### config.mk
export PLATFORM = sky130hd
export DESIGN_NAME = text_terminal_cell_writer_core
export DESIGN_NICKNAME = d
export VERILOG_FILES = /design/src/design/ttcw_pkg.sv /design/src/design/ttcw_front.sv /design/src/design/ttcw_queue.sv /design/src/design/ttcw_back.sv /design/src/design/text_terminal_cell_writer_core.sv
export VERILOG_INCLUDE_DIRS = /design/src /design/src/design
export SDC_FILE = /design/constraint.sdc
export NUM_CORES = 1
export LEC_CHECK = 0
export ABC_AREA = 1
export BUFFER_PORTS_ARGS = -buffer_cell sky130_fd_sc_hd__buf_2
export CAP_MARGIN = 20
export CORE_UTILIZATION = 30
export CTS_CLUSTER_DIAMETER = 120
export DETAILED_ROUTE_END_ITERATION = 12
export GPL_TIMING_DRIVEN = 0
export PLACE_DENSITY = 0.54
export SYNTH_ARGS = -nofsm -noshare
export SYNTH_HDL_FRONTEND = slang
export SYNTH_SLANG_ARGS = --single-unit
### constraint.sdc
create_clock -name clk -period 2.5 [get_ports clk]
set_input_delay 0.25 -clock clk [delete_from_list [all_inputs] [get_ports clk]]
set_output_delay 0.25 -clock clk [all_outputs]
set_load 0.005 [all_outputs]
### src/design/text_terminal_cell_writer_core_assert.svh
// ---------------------------------------------------------------------------
// Assertion macros for the text terminal cell writer
// Each macro expects clk and rst in scope at the point of use.
// ---------------------------------------------------------------------------
`ifndef TEXT_TERMINAL_CELL_WRITER_CORE_ASSERT_SVH
`define TEXT_TERMINAL_CELL_WRITER_CORE_ASSERT_SVH

// Check a condition at every rising clock edge outside reset
`define TTCW_ASSERT_ALWAYS(lbl, expr, msg) \
  lbl: assert property (@(posedge clk) disable iff (rst) (expr)) else $error(msg);

// Check that a condition implies another in the same cycle
`define TTCW_ASSERT_SAME(lbl, ante, cons, msg) \
  lbl: assert property (@(posedge clk) disable iff (rst) (ante) |-> (cons)) \
    else $error(msg);

// Check that a condition implies another in the following cycle
`define TTCW_ASSERT_NEXT(lbl, ante, cons, msg) \
  lbl: assert property (@(posedge clk) disable iff (rst) (ante) |=> (cons)) \
    else $error(msg);

`endif

### src/design/ttcw_pkg.sv
// ---------------------------------------------------------------------------
// ttcw_pkg
// Shared types and constants for the text terminal cell writer.
// ---------------------------------------------------------------------------
package ttcw_pkg;

  // Default screen geometry
  localparam int COLUMNS_DEFAULT = 80;
  localparam int ROWS_DEFAULT    = 25;

  // Control characters
  localparam logic [7:0] CH_NEWLINE   = 8'd10;
  localparam logic [7:0] CH_RETURN    = 8'd13;
  localparam logic [7:0] CH_BACKSPACE = 8'd8;
  localparam logic [7:0] CH_BLANK     = 8'd32;

  // Operation codes on the input channel
  localparam logic OP_CHAR    = 1'b0;
  localparam logic OP_SET_POS = 1'b1;

  // Configuration register indexes
  localparam int         CFG_INDEX_W        = 1;
  localparam logic [0:0] REG_TEXT_COLOR     = 1'd0;
  localparam logic [0:0] REG_DISPLAY_ENABLE = 1'd1;
  localparam logic [7:0] TEXT_COLOR_RESET   = 8'd7;

  // Request queue between front and back
  localparam int QUEUE_DEPTH = 2;

  // Port field widths
  localparam int CHAR_W    = 8;
  localparam int COL_IN_W  = 7;
  localparam int ROW_IN_W  = 5;
  localparam int ADDR_W    = 11;
  localparam int VALUE_W   = 16;

  typedef enum logic [2:0] {
    KIND_PRINT,
    KIND_NEWLINE,
    KIND_RETURN,
    KIND_BACKSPACE,
    KIND_SET_POS
  } kind_t;

  // One classified request
  typedef struct packed {
    kind_t                kind;
    logic [CHAR_W-1:0]    char_code;
    logic [COL_IN_W-1:0]  new_column;
    logic [ROW_IN_W-1:0]  new_row;
  } entry_t;

  // Configuration seen by the back end
  typedef struct packed {
    logic [7:0] text_color;
    logic       display_enable;
  } cfg_t;

endpackage

### src/design/ttcw_front.sv
// ---------------------------------------------------------------------------
// ttcw_front
// Classifies an incoming request into a command kind for the back end.
// ---------------------------------------------------------------------------
module ttcw_front (
  input  logic                          op,
  input  logic [ttcw_pkg::CHAR_W-1:0]   char_code,
  input  logic [ttcw_pkg::COL_IN_W-1:0] new_column,
  input  logic [ttcw_pkg::ROW_IN_W-1:0] new_row,
  output ttcw_pkg::entry_t              entry
);
  import ttcw_pkg::*;

  kind_t kind;

  // Decode the command kind
  always_comb begin
    if (op == OP_SET_POS) begin
      kind = KIND_SET_POS;
    end else begin
      unique case (char_code)
        CH_NEWLINE:   kind = KIND_NEWLINE;
        CH_RETURN:    kind = KIND_RETURN;
        CH_BACKSPACE: kind = KIND_BACKSPACE;
        default:      kind = KIND_PRINT;
      endcase
    end
  end

  // Pack the request for the queue
  assign entry.kind       = kind;
  assign entry.char_code  = char_code;
  assign entry.new_column = new_column;
  assign entry.new_row    = new_row;

endmodule

### src/design/ttcw_queue.sv
// ---------------------------------------------------------------------------
// ttcw_queue
// Short request queue that decouples the front from the back end.
// ---------------------------------------------------------------------------
`include "text_terminal_cell_writer_core_assert.svh"

module ttcw_queue (
  input  logic             clk,
  input  logic             rst,
  input  logic             push_valid,
  output logic             push_ready,
  input  ttcw_pkg::entry_t push_entry,
  output logic             pop_valid,
  input  logic             pop_ready,
  output ttcw_pkg::entry_t pop_entry
);
  import ttcw_pkg::*;

  localparam int PW   = (QUEUE_DEPTH > 1) ? $clog2(QUEUE_DEPTH) : 1;
  localparam int CNTW = $clog2(QUEUE_DEPTH + 1);

  entry_t          slots [QUEUE_DEPTH];
  logic [PW-1:0]   wr_ptr;
  logic [PW-1:0]   rd_ptr;
  logic [CNTW-1:0] count;
  logic            push;
  logic            pop;

  assign push_ready = (count != CNTW'(QUEUE_DEPTH));
  assign pop_valid  = (count != '0);
  assign push       = push_valid && push_ready;
  assign pop        = pop_valid && pop_ready;
  assign pop_entry  = slots[rd_ptr];

  // Advance pointers and occupancy
  always_ff @(posedge clk) begin
    if (rst) begin
      wr_ptr <= '0;
      rd_ptr <= '0;
      count  <= '0;
    end else begin
      if (push) begin
        wr_ptr <= (wr_ptr == PW'(QUEUE_DEPTH - 1)) ? '0 : wr_ptr + PW'(1);
      end
      if (pop) begin
        rd_ptr <= (rd_ptr == PW'(QUEUE_DEPTH - 1)) ? '0 : rd_ptr + PW'(1);
      end
      if (push && !pop) begin
        count <= count + CNTW'(1);
      end else if (pop && !push) begin
        count <= count - CNTW'(1);
      end
    end
  end

  // Hold request payloads
  always_ff @(posedge clk) begin
    if (push) begin
      slots[wr_ptr] <= push_entry;
    end
  end

  `TTCW_ASSERT_ALWAYS(a_count_range, count <= CNTW'(QUEUE_DEPTH), "queue overfilled")
  `TTCW_ASSERT_NEXT(a_count_up, push && !pop, count == $past(count) + CNTW'(1), "count lost a push")
  `TTCW_ASSERT_NEXT(a_count_down, pop && !push, count == $past(count) - CNTW'(1), "count lost a pop")

endmodule

### src/design/ttcw_back.sv
// ---------------------------------------------------------------------------
// ttcw_back
// Carries out queued requests: moves the cursor and forms the cell write.
// ---------------------------------------------------------------------------
`include "text_terminal_cell_writer_core_assert.svh"

module ttcw_back #(
  parameter int COLUMNS = ttcw_pkg::COLUMNS_DEFAULT,
  parameter int ROWS    = ttcw_pkg::ROWS_DEFAULT
) (
  input  logic                          clk,
  input  logic                          rst,
  input  ttcw_pkg::cfg_t                cfg,
  input  logic                          req_valid,
  output logic                          req_ready,
  input  ttcw_pkg::entry_t              req,
  output logic                          out_valid,
  input  logic                          out_ready,
  output logic                          write_valid,
  output logic [ttcw_pkg::ADDR_W-1:0]   cell_address,
  output logic [ttcw_pkg::VALUE_W-1:0]  cell_value,
  output logic [ttcw_pkg::COL_IN_W-1:0] cursor_column,
  output logic [ttcw_pkg::ROW_IN_W-1:0] cursor_row
);
  import ttcw_pkg::*;

  localparam int CW       = (COLUMNS > 1) ? $clog2(COLUMNS) : 1;
  localparam int RW       = (ROWS > 1) ? $clog2(ROWS) : 1;
  localparam int CELLS    = COLUMNS * ROWS;
  localparam int AW       = (CELLS > 1) ? $clog2(CELLS) : 1;
  localparam int COL_IN_N = 2 ** COL_IN_W;
  localparam int ROW_IN_N = 2 ** ROW_IN_W;

  logic [CW-1:0]     column_position;
  logic [RW-1:0]     row_position;
  logic [CW-1:0]     column_next;
  logic [RW-1:0]     row_next;
  logic [CW-1:0]     column_mod [COL_IN_N];
  logic [RW-1:0]     row_mod [ROW_IN_N];
  logic [RW-1:0]     row_inc;
  logic [CW-1:0]     column_write;
  logic [CHAR_W-1:0] char_write;
  logic              cell_write;
  logic [AW-1:0]     address_full;
  logic              take;

  // Remainder tables for set position
  for (genvar g = 0; g < COL_IN_N; g++) begin : g_column_mod
    assign column_mod[g] = CW'(g % COLUMNS);
  end
  for (genvar g = 0; g < ROW_IN_N; g++) begin : g_row_mod
    assign row_mod[g] = RW'(g % ROWS);
  end

  assign row_inc = (row_position == RW'(ROWS - 1)) ? '0 : row_position + RW'(1);

  // Work out the cursor move and the cell to write
  always_comb begin
    column_next  = column_position;
    row_next     = row_position;
    column_write = column_position;
    char_write   = req.char_code;
    cell_write   = 1'b0;
    unique case (req.kind)
      KIND_SET_POS: begin
        column_next = column_mod[req.new_column];
        row_next    = row_mod[req.new_row];
      end
      KIND_NEWLINE: begin
        column_next = '0;
        row_next    = row_inc;
      end
      KIND_RETURN: begin
        column_next = '0;
      end
      KIND_BACKSPACE: begin
        column_next  = (column_position == '0) ? CW'(COLUMNS - 1)
                                               : column_position - CW'(1);
        column_write = column_next;
        char_write   = CH_BLANK;
        cell_write   = 1'b1;
      end
      KIND_PRINT: begin
        cell_write = 1'b1;
        if (column_position == CW'(COLUMNS - 1)) begin
          column_next = '0;
          row_next    = row_inc;
        end else begin
          column_next = column_position + CW'(1);
        end
      end
      default: begin
        cell_write = 1'b0;
      end
    endcase
  end

  assign address_full = AW'(row_position) * AW'(COLUMNS) + AW'(column_write);

  // Pop the queue whenever the result register is free or draining
  assign req_ready = !out_valid || out_ready;
  assign take      = req_valid && req_ready;

  // Hold cursor and result valid
  always_ff @(posedge clk) begin
    if (rst) begin
      column_position <= '0;
      row_position    <= '0;
      out_valid       <= 1'b0;
    end else begin
      if (take) begin
        column_position <= column_next;
        row_position    <= row_next;
        out_valid       <= 1'b1;
      end else if (out_ready) begin
        out_valid <= 1'b0;
      end
    end
  end

  // Load the result payload
  always_ff @(posedge clk) begin
    if (take) begin
      write_valid   <= cell_write && cfg.display_enable;
      cell_address  <= (cell_write && cfg.display_enable) ? ADDR_W'(address_full) : '0;
      cell_value    <= (cell_write && cfg.display_enable) ? {cfg.text_color, char_write}
                                                          : '0;
      cursor_column <= COL_IN_W'(column_next);
      cursor_row    <= ROW_IN_W'(row_next);
    end
  end

  `TTCW_ASSERT_ALWAYS(a_column_range, 32'(column_position) < COLUMNS, "column out of range")
  `TTCW_ASSERT_ALWAYS(a_row_range, 32'(row_position) < ROWS, "row out of range")
  `TTCW_ASSERT_SAME(a_write_enabled, out_valid && write_valid, cfg.display_enable, "write while disabled")
  `TTCW_ASSERT_NEXT(a_take_result, take, out_valid, "popped request gave no result")

endmodule

### src/design/text_terminal_cell_writer_core.sv
// ---------------------------------------------------------------------------
// text_terminal_cell_writer_core
// Cursor-tracking text terminal writer: one character or set-position
// request in, one result (optional cell write and cursor report) out.
// ---------------------------------------------------------------------------
//  channel  | handshake             | payload
//  ---------+-----------------------+--------------------------------------
//  in       | in_valid / in_ready   | op, char_code, new_column, new_row
//  out      | out_valid / out_ready | write_valid, cell_address, cell_value,
//           |                       | cursor_column, cursor_row
//  cfg      | cfg_write             | cfg_index, cfg_data
//
//  One request per cycle sustained while out_ready stays high; the
//  accepting edge loads a queue slot, and the result register is loaded
//  from the slot when the back end takes it, once a held result drains.
//  The cursor update in the back end is combinational logic, with one
//  small constant multiply for the cell address.
//  A two-entry queue lets input keep flowing while a result waits on out_ready.
//  Reset is synchronous; no clearing pass is needed.
// ---------------------------------------------------------------------------
module text_terminal_cell_writer_core #(
  parameter int COLUMNS = ttcw_pkg::COLUMNS_DEFAULT,
  parameter int ROWS    = ttcw_pkg::ROWS_DEFAULT
) (
  input  logic                             clk,
  input  logic                             rst,
  input  logic                             cfg_write,
  input  logic [ttcw_pkg::CFG_INDEX_W-1:0] cfg_index,
  input  logic [7:0]                       cfg_data,
  input  logic                             in_valid,
  output logic                             in_ready,
  input  logic                             op,
  input  logic [ttcw_pkg::CHAR_W-1:0]      char_code,
  input  logic [ttcw_pkg::COL_IN_W-1:0]    new_column,
  input  logic [ttcw_pkg::ROW_IN_W-1:0]    new_row,
  output logic                             out_valid,
  input  logic                             out_ready,
  output logic                             write_valid,
  output logic [ttcw_pkg::ADDR_W-1:0]      cell_address,
  output logic [ttcw_pkg::VALUE_W-1:0]     cell_value,
  output logic [ttcw_pkg::COL_IN_W-1:0]    cursor_column,
  output logic [ttcw_pkg::ROW_IN_W-1:0]    cursor_row
);
  import ttcw_pkg::*;

  cfg_t   cfg;
  entry_t front_entry;
  entry_t queue_entry;
  logic   queue_valid;
  logic   queue_ready;

  // Hold configuration registers
  always_ff @(posedge clk) begin
    if (rst) begin
      cfg.text_color     <= TEXT_COLOR_RESET;
      cfg.display_enable <= 1'b0;
    end else if (cfg_write) begin
      unique case (cfg_index)
        REG_TEXT_COLOR:     cfg.text_color     <= cfg_data;
        REG_DISPLAY_ENABLE: cfg.display_enable <= cfg_data[0];
        default:            cfg.display_enable <= cfg.display_enable;
      endcase
    end
  end

  // Classify requests
  ttcw_front u_front (
    .op         (op),
    .char_code  (char_code),
    .new_column (new_column),
    .new_row    (new_row),
    .entry      (front_entry)
  );

  // Decouple front and back
  ttcw_queue u_queue (
    .clk        (clk),
    .rst        (rst),
    .push_valid (in_valid),
    .push_ready (in_ready),
    .push_entry (front_entry),
    .pop_valid  (queue_valid),
    .pop_ready  (queue_ready),
    .pop_entry  (queue_entry)
  );

  // Execute requests
  ttcw_back #(
    .COLUMNS (COLUMNS),
    .ROWS    (ROWS)
  ) u_back (
    .clk           (clk),
    .rst           (rst),
    .cfg           (cfg),
    .req_valid     (queue_valid),
    .req_ready     (queue_ready),
    .req           (queue_entry),
    .out_valid     (out_valid),
    .out_ready     (out_ready),
    .write_valid   (write_valid),
    .cell_address  (cell_address),
    .cell_value    (cell_value),
    .cursor_column (cursor_column),
    .cursor_row    (cursor_row)
  );

endmodule

==> run summary <==
max cap viols - 0
worst-path fanout max - 11
reg-to-reg critical path endpoint - u_back.cell_address[10]
Place WS - -0.3431 ns
Synthesis Warnings - 0
total power - 0.008965 W
area of the multi-input gates - 2081 µm²
utilization after layout - 0.3995
Initial Util - 0.3109
Area Growth Syn to Fin - 28.51%
Via density - 4.563
VDD IR max - 0.5828 mV
Gate power share - 0.375
final net count - 736
Detailed Route Iter0 Violations - 175
TritonCTS clock tree - built
initial antenna violation count - 0
total grt overflow - 0
worst path required time - 2.65 ns
CP endpoint kind - flop
endpoints failing hold - 0
max-slew violations - 0
worst r2r src - u_back.column_position[0]
Async S/R FF share, synth - 0
Routed Antenna Nets - 0
CP arrival - 2.48 ns
placed cells - 879
skew final - 0.007008 ns
Main synth FF type - edfxtp_1
core area - 17540 µm²
worst reg2reg path depth - 15
Post-Syn Nets - 631
status - finished clean
Critical Path End - u_back.cell_address[10]
Worst-path clk slew - 0.05 ns
fin cells - 918
Ant. Diodes - 0
DIE HEIGHT - 136.8 µm
IO Count - 77
DRT Wirelength - 12390 µm
measured slew at the worst slew-check pin - 0.6755 ns
register area - 3137 µm²
Crit. Startpoint - u_back.column_position[0]
Seq pwr share - 0.343
vias in the first global route - 4097
Post-Syn Instances - 575
# DRC - 0
unrepaired setup endpoints after global routing - no
insertion delay to the later sink of the worst-skew pair - 0.41 ns
first-pass GRT wire length - 20100 µm
flop and latch count out of synthesis - 113
die width - 136.8 µm
Post-DP HPWL - 9012 µm
Fin Hold WS - 0.02415 ns
cts bufs inserted - 17
Power Dens Cells - 1280 nW/µm²
share of cells above drive strength 1 - 0.2597
Clock Root Buffer - clkbuf_16
relative slew slack - 0.5497
Port Buffers - 76
slack of the worst reg-to-reg path - 0.17 ns
CP startpoint kind - flop
Clk pwr share - 0.282
Die Footprint - 18710 µm²
Sw Pwr - 0.003288 W
largest net degree at the start of global routing - 27
final setup vio count - 0
WS Path Type - reg2reg
Tcrit/Tclk final - 0.9319
H-tree level count - 4
TritonRoute pass-1 iters - 4
CTS sink count - 113
Core Rows - 48
slack of the critical path - 0.1703 ns
DR vias - 4189
Total GRT Usage - 0.1435
fillcell total - 1777
synth unique cells - 38
Mean Syn Cell Area - 9.481 µm²
internal power - 0.005678 W
fin crit period - 2.330 ns
sequential area share after synthesis - 0.5729
per-cell routed wire length - 13.50 µm
switching share of power - 0.3667
Max Freq - 0.4292 GHz
number of flops mapped to enable cells by yosys - 86
HP Class - in2reg
Mapped Area - 5451 µm²
Clock Path Buffers - 2
routability congestion estimate from global placement - 0.8196
Lkg Pwr - 3.026 nW
==> flip-flops by register name, summed over array words and instances (netlist names), named ones only <==
register	flops
u_back.cursor_row	5
u_queue.wr_ptr	1
cfg	9
u_back.cell_value	16
u_queue.slots	46
u_back.column_position	7
u_back.cell_address	11
u_queue.count	2
u_back.cursor_column	7
u_queue.rd_ptr	1
u_back.write_valid	1
u_back.out_valid	1
u_back.row_position	5
==> cell usage in the layout, fill, tap and decap left out, types with 7 or more instances in the layout <==
cell	n
nand2_1	135
edfxtp_1	86
buf_2	79
inv_1	61
nor2_1	55
o21ai_0	33
a21oi_1	31
nand3_1	30
dfxtp_1	22
clkbuf_16	17
ha_1	16
buf_4	10
o21ai_1	10
nand2_2	9
nor2_4	7
nand4_1	7
==> cell type report <==
class	count	area share
Clock inverter	13	0.02643
Timing Repair Buffer	88	0.07501
Clock buffer	19	0.06180
Buffer	12	0.01268
Tap cell	225	0.04019
Sequential cell	113	0.4478
Inverter	69	0.03911
Multi-Input combinational cell	379	0.2970
==> cells in the mapped netlist, drive strengths merged, types with 2 or more instances <==
master / instances / area share
nand3: 35 / 0.036
fa: 2 / 0.0073
nand2: 148 / 0.11
dfxtp: 27 / 0.099
buf: 9 / 0.012
a21oi: 31 / 0.028
nor3: 3 / 0.0028
xor2: 5 / 0.0080
o22ai: 3 / 0.0034
o211ai: 3 / 0.0041
clkbuf: 5 / 0.0037
inv: 67 / 0.046
nor2: 67 / 0.054
or2: 3 / 0.0034
edfxtp: 86 / 0.47
clkinv: 2 / 0.0014
ha: 19 / 0.044
o21ai: 47 / 0.046
nand4: 8 / 0.010
==> metrics by stage <==
step	setup TNS (ns)	cell area, µm²
CTS	0	6933
finish	0	7005
global route	0	7005
global placement	-32.72	6115
floorplan	0	5453
detailed placement	-0.6574	6196
==> repair_timing <==
| action | in CTS | in global routing |
|---|---|---|
| buffers inserted | 5 | 3 |
| resized for setup | 23 | 18 |
| gates cloned | 0 | 0 |
| hold buffers | 1 | 0 |
| endpoints found under the hold margin | 2 | 0 |
| pin swaps | 5 | 5 |
| setup endpoints to repair | 4 | 3 |
==> critical path, stage by stage, from the launching register on <==
cell      delay [ns]
dfxtp_4         0.38
clkinv_8        0.08
ha_2            0.18
nand2_2         0.06
nor2_4          0.12
nor2_4          0.06
nand2_2         0.06
o21ai_2         0.06
ha_2            0.18
fa_2            0.34
nand2_1         0.07
inv_1           0.05
o21ai_2         0.16
nor3_2          0.08
o21ai_1         0.13
a21oi_1         0.05
==> cell families (layout without fill, tap and decap cells) <==
group | after synthesis | in the layout | synth area share
simple gates | 266 | 266 | 0.2187
xor+xnor | 6 | 6 | 0.009640
compound gates | 86 | 86 | 0.08447
buf+inv | 83 | 201 | 0.06334
fa+ha+maj | 21 | 21 | 0.05095
flops | 113 | 113 | 0.5729
==> metal layers <==
| metal | vias to the layer above | track usage | share of wire |
|---|---|---|---|
| met2 | 95 | 0.2383 | 0.48 |
| li1 | 2126 | - | - |
| met4 | 0 | 0.05311 | 0.013 |
| met3 | 13 | 0.03556 | 0.046 |
| met5 | - | 0 | 0 |
| met1 | 1955 | 0.1799 | 0.46 |
==> how the worst min path moves through the flow <==
stage                   from                   end  slack, ns  cells after the start
2_1_floorplan            rst      u_back.out_valid       0.32                      1
3_3_place_gp          cfg[4]                cfg[4]       0.44                      2
3_5_place_dp      new_row[2]   u_queue.slots[0][2]       0.44                      1
4_1_cts           new_row[1]   u_queue.slots[0][1]      0.002                      1
5_1_grt        new_column[0]   u_queue.slots[0][5]      0.008                      1
6_report       new_column[6]  u_queue.slots[0][11]       0.02                      1
==> power groups by stage <==
stage	logic [W]	clock network, W	registers (W)
6_report	0.00336	0.00253	0.00307
5_1_grt	0.00384	0.00266	0.00314
4_1_cts	0.00333	0.00258	0.00305
3_5_place_dp	0.00317	0	0.00304
3_3_place_gp	0.00304	0	0.00305
2_1_floorplan	0.00207	0	0.00305
Power figures use the tool's default switching activity.
